**src/rtl/core/brl_pkg.sv**
```systemverilog
// shared types and constants for the bresenham line rasterizer
// holds the command record passed from setup to stepper; no dependencies
package brl_pkg;

  localparam int CANVAS_SIDE = 64;
  localparam int COORD_W     = $clog2(CANVAS_SIDE);
  localparam int CANVAS_W    = COORD_W + 1;
  localparam int COLOR_W     = 8;
  // decision term spans about -2*major .. 2*minor
  localparam int DEC_W       = COORD_W + 3;
  localparam int IN_DATA_W   = 4 * COORD_W + COLOR_W;
  localparam int IN_TDATA_W  = ((IN_DATA_W + 7) / 8) * 8;
  localparam int OUT_DATA_W  = 2 * COORD_W + COLOR_W;
  localparam int OUT_TDATA_W = ((OUT_DATA_W + 7) / 8) * 8;
  localparam int QUEUE_DEPTH = 2;
  localparam int QPTR_W      = $clog2(QUEUE_DEPTH);
  localparam int CFG_ADDR_W  = 1;

  typedef enum logic [CFG_ADDR_W-1:0] {
    REG_CANVAS_WIDTH  = 1'b0,
    REG_CANVAS_HEIGHT = 1'b1
  } cfg_reg_t;

  typedef struct packed {
    logic [COORD_W-1:0] x0;
    logic [COORD_W-1:0] y0;
    logic               x_neg;
    logic               y_neg;
    logic               x_major;
    logic [DEC_W-1:0]   d;
    logic [DEC_W-1:0]   inc_flat;
    logic [DEC_W-1:0]   inc_diag;
    logic [COORD_W-1:0] remain;
    logic [COLOR_W-1:0] color;
  } cmd_t;

endpackage

```
**src/rtl/core/brl_setup.sv**
```systemverilog
// front end: unpacks a line command and works out the stepping setup
// depends on brl_pkg
module brl_setup (
  input  logic [brl_pkg::IN_TDATA_W-1:0] in_word,
  output brl_pkg::cmd_t                  cmd
);
  import brl_pkg::*;

  logic [COORD_W-1:0] x0, y0, x1, y1;
  logic [COLOR_W-1:0] color;
  logic [COORD_W-1:0] dx, dy, major, minor;
  logic               x_neg, y_neg, x_major;
  logic [DEC_W-1:0]   minor2, major_ext;

  always_comb begin
    x0    = in_word[COORD_W-1:0];
    y0    = in_word[2*COORD_W-1:COORD_W];
    x1    = in_word[3*COORD_W-1:2*COORD_W];
    y1    = in_word[4*COORD_W-1:3*COORD_W];
    color = in_word[4*COORD_W+COLOR_W-1:4*COORD_W];

    x_neg   = x1 < x0;
    y_neg   = y1 < y0;
    dx      = x_neg ? (x0 - x1) : (x1 - x0);
    dy      = y_neg ? (y0 - y1) : (y1 - y0);
    x_major = dy <= dx;
    major   = x_major ? dx : dy;
    minor   = x_major ? dy : dx;

    minor2    = {2'b00, minor, 1'b0};
    major_ext = {3'b000, major};

    cmd.x0       = x0;
    cmd.y0       = y0;
    cmd.x_neg    = x_neg;
    cmd.y_neg    = y_neg;
    cmd.x_major  = x_major;
    cmd.d        = minor2 - major_ext;
    cmd.inc_flat = minor2;
    cmd.inc_diag = minor2 - {major_ext[DEC_W-2:0], 1'b0};
    // run holds major+1 pixels, never more than the canvas side
    cmd.remain   = major;
    cmd.color    = color;
  end

endmodule

```
**src/rtl/core/brl_queue.sv**
```systemverilog
// short command queue between setup and stepper
// depends on brl_pkg
module brl_queue (
  input  logic          clk,
  input  logic          rst_n,
  input  logic          push,
  input  brl_pkg::cmd_t push_cmd,
  output logic          full,
  input  logic          pop,
  output logic          empty,
  output brl_pkg::cmd_t head_cmd
);
  import brl_pkg::*;

  cmd_t              entry_r [QUEUE_DEPTH];
  logic [QPTR_W-1:0] wr_ptr_r, wr_ptr_nxt;
  logic [QPTR_W-1:0] rd_ptr_r, rd_ptr_nxt;
  logic [QPTR_W:0]   cnt_r, cnt_nxt;

  assign full     = cnt_r == (QPTR_W+1)'(QUEUE_DEPTH);
  assign empty    = cnt_r == '0;
  assign head_cmd = entry_r[rd_ptr_r];

  always_comb begin
    wr_ptr_nxt = wr_ptr_r;
    rd_ptr_nxt = rd_ptr_r;
    cnt_nxt    = cnt_r;
    if (push && !full) begin
      wr_ptr_nxt = wr_ptr_r + 1'b1;
    end
    if (pop && !empty) begin
      rd_ptr_nxt = rd_ptr_r + 1'b1;
    end
    case ({push && !full, pop && !empty})
      2'b10:   cnt_nxt = cnt_r + 1'b1;
      2'b01:   cnt_nxt = cnt_r - 1'b1;
      default: cnt_nxt = cnt_r;
    endcase
  end

  always_ff @(posedge clk) begin
    if (!rst_n) begin
      wr_ptr_r <= '0;
      rd_ptr_r <= '0;
      cnt_r    <= '0;
    end else begin
      wr_ptr_r <= wr_ptr_nxt;
      rd_ptr_r <= rd_ptr_nxt;
      cnt_r    <= cnt_nxt;
    end
  end

  always_ff @(posedge clk) begin
    if (push && !full) begin
      entry_r[wr_ptr_r] <= push_cmd;
    end
  end

endmodule

```
**src/rtl/core/brl_stepper.sv**
```systemverilog
// back end: walks one line a pixel per cycle, while the output slot is free, into an output register
// depends on brl_pkg
module brl_stepper (
  input  logic                          clk,
  input  logic                          rst_n,
  input  logic                          q_empty,
  input  brl_pkg::cmd_t                 q_cmd,
  output logic                          q_pop,
  input  logic [brl_pkg::CANVAS_W-1:0]  canvas_width,
  input  logic [brl_pkg::CANVAS_W-1:0]  canvas_height,
  output logic                          out_valid,
  input  logic                          out_ready,
  output logic [brl_pkg::COORD_W-1:0]  out_x,
  output logic [brl_pkg::COORD_W-1:0]  out_y,
  output logic [brl_pkg::COLOR_W-1:0]  out_color,
  output logic                          out_visible,
  output logic                          out_last
);
  import brl_pkg::*;

  logic               busy_r, busy_nxt;
  cmd_t               cur_r, cur_nxt;
  logic               ovalid_r, ovalid_nxt;
  logic [COORD_W-1:0] ox_r, oy_r;
  logic [COLOR_W-1:0] ocolor_r;
  logic               ovis_r, olast_r;
  logic               slot_free, emit;
  logic               step_diag;

  assign slot_free = !ovalid_r || out_ready;
  assign emit      = busy_r && slot_free;
  assign q_pop     = !busy_r && !q_empty;
  assign step_diag = $signed(cur_r.d) > 0;

  always_comb begin
    busy_nxt   = busy_r;
    cur_nxt    = cur_r;
    ovalid_nxt = ovalid_r && !out_ready;
    if (q_pop) begin
      busy_nxt = 1'b1;
      cur_nxt  = q_cmd;
    end else if (emit) begin
      ovalid_nxt = 1'b1;
      if (cur_r.remain == '0) begin
        busy_nxt = 1'b0;
      end
      cur_nxt.remain = cur_r.remain - 1'b1;
      cur_nxt.d      = cur_r.d + (step_diag ? cur_r.inc_diag : cur_r.inc_flat);
      // major axis always steps, minor only on a diagonal move
      if (cur_r.x_major || step_diag) begin
        cur_nxt.x0 = cur_r.x_neg ? cur_r.x0 - 1'b1 : cur_r.x0 + 1'b1;
      end
      if (!cur_r.x_major || step_diag) begin
        cur_nxt.y0 = cur_r.y_neg ? cur_r.y0 - 1'b1 : cur_r.y0 + 1'b1;
      end
    end
  end

  always_ff @(posedge clk) begin
    if (!rst_n) begin
      busy_r   <= 1'b0;
      ovalid_r <= 1'b0;
    end else begin
      busy_r   <= busy_nxt;
      ovalid_r <= ovalid_nxt;
    end
  end

  always_ff @(posedge clk) begin
    cur_r <= cur_nxt;
    if (emit) begin
      ox_r     <= cur_r.x0;
      oy_r     <= cur_r.y0;
      ocolor_r <= cur_r.color;
      ovis_r   <= ({1'b0, cur_r.x0} < canvas_width) && ({1'b0, cur_r.y0} < canvas_height);
      olast_r  <= cur_r.remain == '0;
    end
  end

  assign out_valid   = ovalid_r;
  assign out_x       = ox_r;
  assign out_y       = oy_r;
  assign out_color   = ocolor_r;
  assign out_visible = ovis_r;
  assign out_last    = olast_r;

endmodule

```
**src/rtl/core/bresenham_line_rasterizer.sv**
```systemverilog
// Bresenham line rasterizer, top level
// Use: each word on the in_ stream is one line command (two endpoints and a
// pen color). The block answers with the pixel run from start to end on the
// out_ stream, one word per pixel, the final pixel flagged by out_tlast and
// every pixel flagged visible in out_tuser when it lies inside the canvas.
// The canvas size is set through the cfg_ write port (index 0 width,
// index 1 height); the user must write it only while no line is in
// flight, which the block itself does not enforce. Both reset to zero, so
// every pixel reads invisible until written.
// Flow: a command moves from the queue to the stepper's command register once
// the previous line is done, then its max(|dx|,|dy|)+1 pixels stream into the
// output register at one pixel per cycle while the receiver takes them.
// A two-entry command queue lets new commands be taken while a line is drawn.
// When the receiver stalls, the output word holds and stepping pauses; the
// input side keeps taking commands until the queue fills.
// Reset (rst_n low, synchronous) empties the queue and drops any run.
// depends on brl_pkg, brl_setup, brl_queue, brl_stepper
module bresenham_line_rasterizer (
  input  logic                               clk,
  input  logic                               rst_n,
  input  logic                               in_tvalid,
  output logic                               in_tready,
  // start_x, start_y, end_x, end_y, pen_color
  input  logic [brl_pkg::IN_TDATA_W-1:0]     in_tdata,
  output logic                               out_tvalid,
  input  logic                               out_tready,
  // pixel_x, pixel_y, pixel_color, zero fill
  output logic [brl_pkg::OUT_TDATA_W-1:0]    out_tdata,
  // visible
  output logic                               out_tuser,
  output logic                               out_tlast,
  input  logic                               cfg_we,
  input  logic [brl_pkg::CFG_ADDR_W-1:0]     cfg_addr,
  input  logic [brl_pkg::CANVAS_W-1:0]       cfg_wdata
);
  import brl_pkg::*;

  cmd_t               setup_cmd, head_cmd;
  logic               q_full, q_empty, q_pop;
  logic [CANVAS_W-1:0] canvas_width_r, canvas_height_r;
  logic [COORD_W-1:0] px, py;
  logic [COLOR_W-1:0] pcolor;

  always_ff @(posedge clk) begin
    if (!rst_n) begin
      canvas_width_r  <= '0;
      canvas_height_r <= '0;
    end else if (cfg_we) begin
      case (cfg_reg_t'(cfg_addr))
        REG_CANVAS_WIDTH:  canvas_width_r  <= cfg_wdata;
        REG_CANVAS_HEIGHT: canvas_height_r <= cfg_wdata;
        default: ;
      endcase
    end
  end

  assign in_tready = !q_full;

  brl_setup u_setup (
    .in_word (in_tdata),
    .cmd     (setup_cmd)
  );

  brl_queue u_queue (
    .clk      (clk),
    .rst_n    (rst_n),
    .push     (in_tvalid),
    .push_cmd (setup_cmd),
    .full     (q_full),
    .pop      (q_pop),
    .empty    (q_empty),
    .head_cmd (head_cmd)
  );

  brl_stepper u_stepper (
    .clk           (clk),
    .rst_n         (rst_n),
    .q_empty       (q_empty),
    .q_cmd         (head_cmd),
    .q_pop         (q_pop),
    .canvas_width  (canvas_width_r),
    .canvas_height (canvas_height_r),
    .out_valid     (out_tvalid),
    .out_ready     (out_tready),
    .out_x         (px),
    .out_y         (py),
    .out_color     (pcolor),
    .out_visible   (out_tuser),
    .out_last      (out_tlast)
  );

  assign out_tdata = {{(OUT_TDATA_W-OUT_DATA_W){1'b0}}, pcolor, py, px};

endmodule
```
**config.mk**
```make
export PLATFORM = sky130hd
export DESIGN_NAME = bresenham_line_rasterizer
export DESIGN_NICKNAME = d
export VERILOG_FILES = /design/src/rtl/core/brl_pkg.sv /design/src/rtl/core/brl_setup.sv /design/src/rtl/core/brl_queue.sv /design/src/rtl/core/brl_stepper.sv /design/src/rtl/core/bresenham_line_rasterizer.sv
export SDC_FILE = /design/constraint.sdc
export NUM_CORES = 1
export LEC_CHECK = 0
export BUFFER_PORTS_ARGS = -buffer_cell sky130_fd_sc_hd__buf_2
export CAP_MARGIN = 0
export CORE_ASPECT_RATIO = 0.7
export CORE_MARGIN = 2
export CORE_UTILIZATION = 40
export CTS_BUF_LIST = sky130_fd_sc_hd__clkbuf_4 sky130_fd_sc_hd__clkbuf_8
export DETAILED_ROUTE_END_ITERATION = 8
export GPL_TIMING_DRIVEN = 0
export PLACE_DENSITY = 0.58
export SLEW_MARGIN = 40
export SYNTH_ARGS = -nofsm -noshare
export SYNTH_HDL_FRONTEND = slang
export SYNTH_SLANG_ARGS = --single-unit
```
**constraint.sdc**
```tcl
create_clock -name clk -period 8.2 [get_ports clk]
set_clock_uncertainty 0.2 [all_clocks]
set_input_delay 1.23 -clock clk [delete_from_list [all_inputs] [get_ports clk]]
set_output_delay 1.23 -clock clk [all_outputs]
set_load 0.005 [all_outputs]
```
==> summary.txt <==
status = finished clean
Top Layer Used = met4
worst skew pair latency = 0.48 ns
antenna-violating nets left = 0
largest cells by area after synthesis = edfxtp_1, ha_1, dfxtp_1, mux2_2, mux2i_1
Yosys top cell by area = edfxtp_1
transition time of the tightest slew-check pin = 0.767 ns
total net switching power = 1650 uW
pin count of the biggest net entering global routing = 38
Synth cell types = 66
top-count cell post-synth = edfxtp_1
Critical Path Slowest Stage Cell = fa_1
Ports = 73
DR iter-0 viols = 399
Final Hold Fails = 0
M1 WL = 11.2 mm
core area = 0.0239 sq mm
commonest cells in the netlist = edfxtp_1, inv_1, ha_1
Avg WL per Cell = 16.8 um
n_diodes = 0
Clock Sinks = 192
PostCTS Resize Cnt = 0
# hold bufs at CTS = 0
crit-path most repeated cell = inv_1
DR pass1 iterations = 4
HP Class = reg2reg
setup slack at placement = 0.189 ns
starting density of the core = 41.2%
FF+latch area = 0.00556 sq mm
DIE WIDTH = 191 um
fmax = 0.132 GHz
fillers = 2200
Flop pwr share = 40.4%
Max FO, Critical Path = 11
CTS Root Cell = clkbuf_8
die area = 0.0259 sq mm
share of cells above drive strength 1 = 18.4%
max-slew violations = 0
clock-pin slew on the worst setup and hold paths = 0.11 ns
CP peak stage delay = 0.45 ns
first-pass GRT wire length = 32.2 mm
period utilisation layout = 92.2%
RSZ-0062 raised after global routing = false
CP top delay family = compound AO/OA/AOI/OAI gates
crit path kind = in2reg
Synth Warn # = 0
Post-synth EDFFs = 171
asr flop ratio synth = 0%
post-CTS setup repair buffer count = 0
final net count = 995
Syn Area/Cell = 12.5 sq um
port bufs = 66
pwr/cell area = 393 mW/mm^2
Post-synth top flop = edfxtp_1
Leak = 0.00435 uW
vias per inst = 4.96
Crit. End Element = register
H-tree depth = 4
Clock power frac = 14.9%
dpl hpwl = 15.1 mm
FF+latch count, synth = 192
CP Launch Type = input port
Met2 Wirelength = 8.32 mm
RD Place Congestion = 0.834
final WL = 20.4 mm
CP bufs+invs = 9
Tmin final = 7.56 ns
multi-input logic area = 0.00386 sq mm
max_cap viols = 0
Global Route Usage Sum = 16.5%
Syn Inst Count = 790
final worst slack = 0.640 ns
Pint = 2720 uW
GRT Residual Overflow = 0
Met3 Wirelength = 792 um
area grow syn2layout = 12.9%
Slew HR = 48.3%
Chip Height = 135 um
Max VDD drop = 0.154 mV
TritonCTS clock tree = yes
Placement Rows = 47
CP required = 8.21 ns
Longest Clk Path Bufs = 2
post-synthesis sequential area ratio = 56.4%
vias in the first global route = 5811
Sw Ratio = 37.7%
combinational power share = 44.7%
Cell Area, Synth = 0.00984 sq mm
antenna violations before repair = 0
crit path DAT = 7.57 ns
Final Setup Violations = 0
vias post-DR = 6011
Post-route DRC = 0
Yosys top cell area share = 52.2%
final setup TNS = 0 ns
Num CTS Buffers = 17
layout make-up:
cell class / instances / share of cell area [%]
clock buffer: 17 / 2.11
inverter: 76 / 2.57
buffer: 33 / 1.53
sequential: 192 / 50.0
multi-input combinational: 492 / 34.8
clock inverter: 15 / 1.69
timing repair buffer: 70 / 3.78
tap: 318 / 3.58
placed cells by master (no fill, tap or decap), types with 17 or more instances in the layout:
cell | Yosys | routed
mux2i_1 | 29 | 29
buf_2 | 2 | 68
nand2_1 | 37 | 37
xnor2_1 | 26 | 26
o21ai_0 | 28 | 26
ha_1 | 60 | 60
nor2b_1 | 21 | 21
clkbuf_8 | 0 | 17
a21boi_0 | 17 | 17
edfxtp_1 | 171 | 171
mux2_2 | 31 | 31
a21oi_1 | 47 | 46
nor2_1 | 37 | 36
inv_1 | 75 | 74
dfxtp_1 | 21 | 21
power groups by stage:
stage	sequential [uW]	clock [uW]	combinational (uW)
2_1_floorplan	1750	0	1440
3_3_place_gp	1790	0	1900
3_5_place_dp	1790	0	1960
4_1_cts	1770	672	1970
5_1_grt	1800	705	2210
6_report	1770	651	1960
cells by family after synthesis:
group	count (synthesis)	share of synthesized area (%)
buffers and inverters	109	4.58
AND/OR/NAND/NOR	163	8.48
XOR/XNOR	37	3.52
flip-flops	192	56.4
AO/OA/AOI/OAI	156	10.4
adder cells (fa/ha/maj)	68	9.25
multiplexers	64	7.25
other	1	0.0381
path summary, 6_finish.rpt:
path	end	cells after the start	start	slack (ns)
worst max-delay path	u_queue.entry_r[1][35]	29	in_tdata[18]	0.64
worst min-delay path	u_stepper.out_color[4]	0	u_stepper.cur_r[4]	0.23
worst max register to register	u_stepper.cur_r[40]	12	u_stepper.cur_r[34]	4.83
worst min register to register	u_stepper.out_color[4]	0	u_stepper.cur_r[4]	0.23
metrics by stage:
| stage | instances | utilization (%) | power, uW | hold slack, ns | cell area, sq um |
|---|---|---|---|---|---|
| 6_report | 1213 | 46.6 | 4370 | 0.230 | 11100 |
| 5_1_grt | 1213 | 46.6 | 4720 | 0.245 | 11100 |
| 4_1_cts | 1213 | 46.5 | 4410 | 0.232 | 11100 |
| 3_5_place_dp | 1181 | 44.8 | 3750 | 0.206 | 10700 |
| 3_3_place_gp | 1177 | 44.3 | 3690 | 0.201 | 10600 |
| 2_1_floorplan | 793 | - | 3190 | 0.200 | 9850 |
flip-flops by register name, summed over array words and instances (netlist names), named ones only:
name                   flops
u_queue.entry_r           98
u_stepper.cur_r           51
u_stepper.out_color        8
canvas_height_r            7
canvas_width_r             7
u_stepper.out_x            6
u_stepper.out_y            6
u_queue.cnt_r              2
u_queue.rd_ptr_r           1
u_queue.wr_ptr_r           1
u_stepper.busy_r           1
u_stepper.out_last         1
u_stepper.out_valid        1
u_stepper.out_visible      1
worst reg2reg max path: cells and delay by family (launching register included):
family / cells / cell delay (ns)
XOR/XNOR: 1 / 0.14
flip-flops: 1 / 0.42
multiplexers: 1 / 0.46
AND/OR/NAND/NOR: 1 / 0.09
adder cells (fa/ha/maj): 1 / 0.28
AO/OA/AOI/OAI: 8 / 1.54
metal layers:
| metal | up-vias | GRT usage (%) |
|---|---|---|
| met3 | 13 | 3.29 |
| met1 | 2862 | 25.6 |
| met2 | 116 | 23.5 |
| met4 | 0 | 3.59 |
| li1 | 3020 | - |
| met5 | - | 0 |
Note: power is estimated with default switching activity, not from simulation.
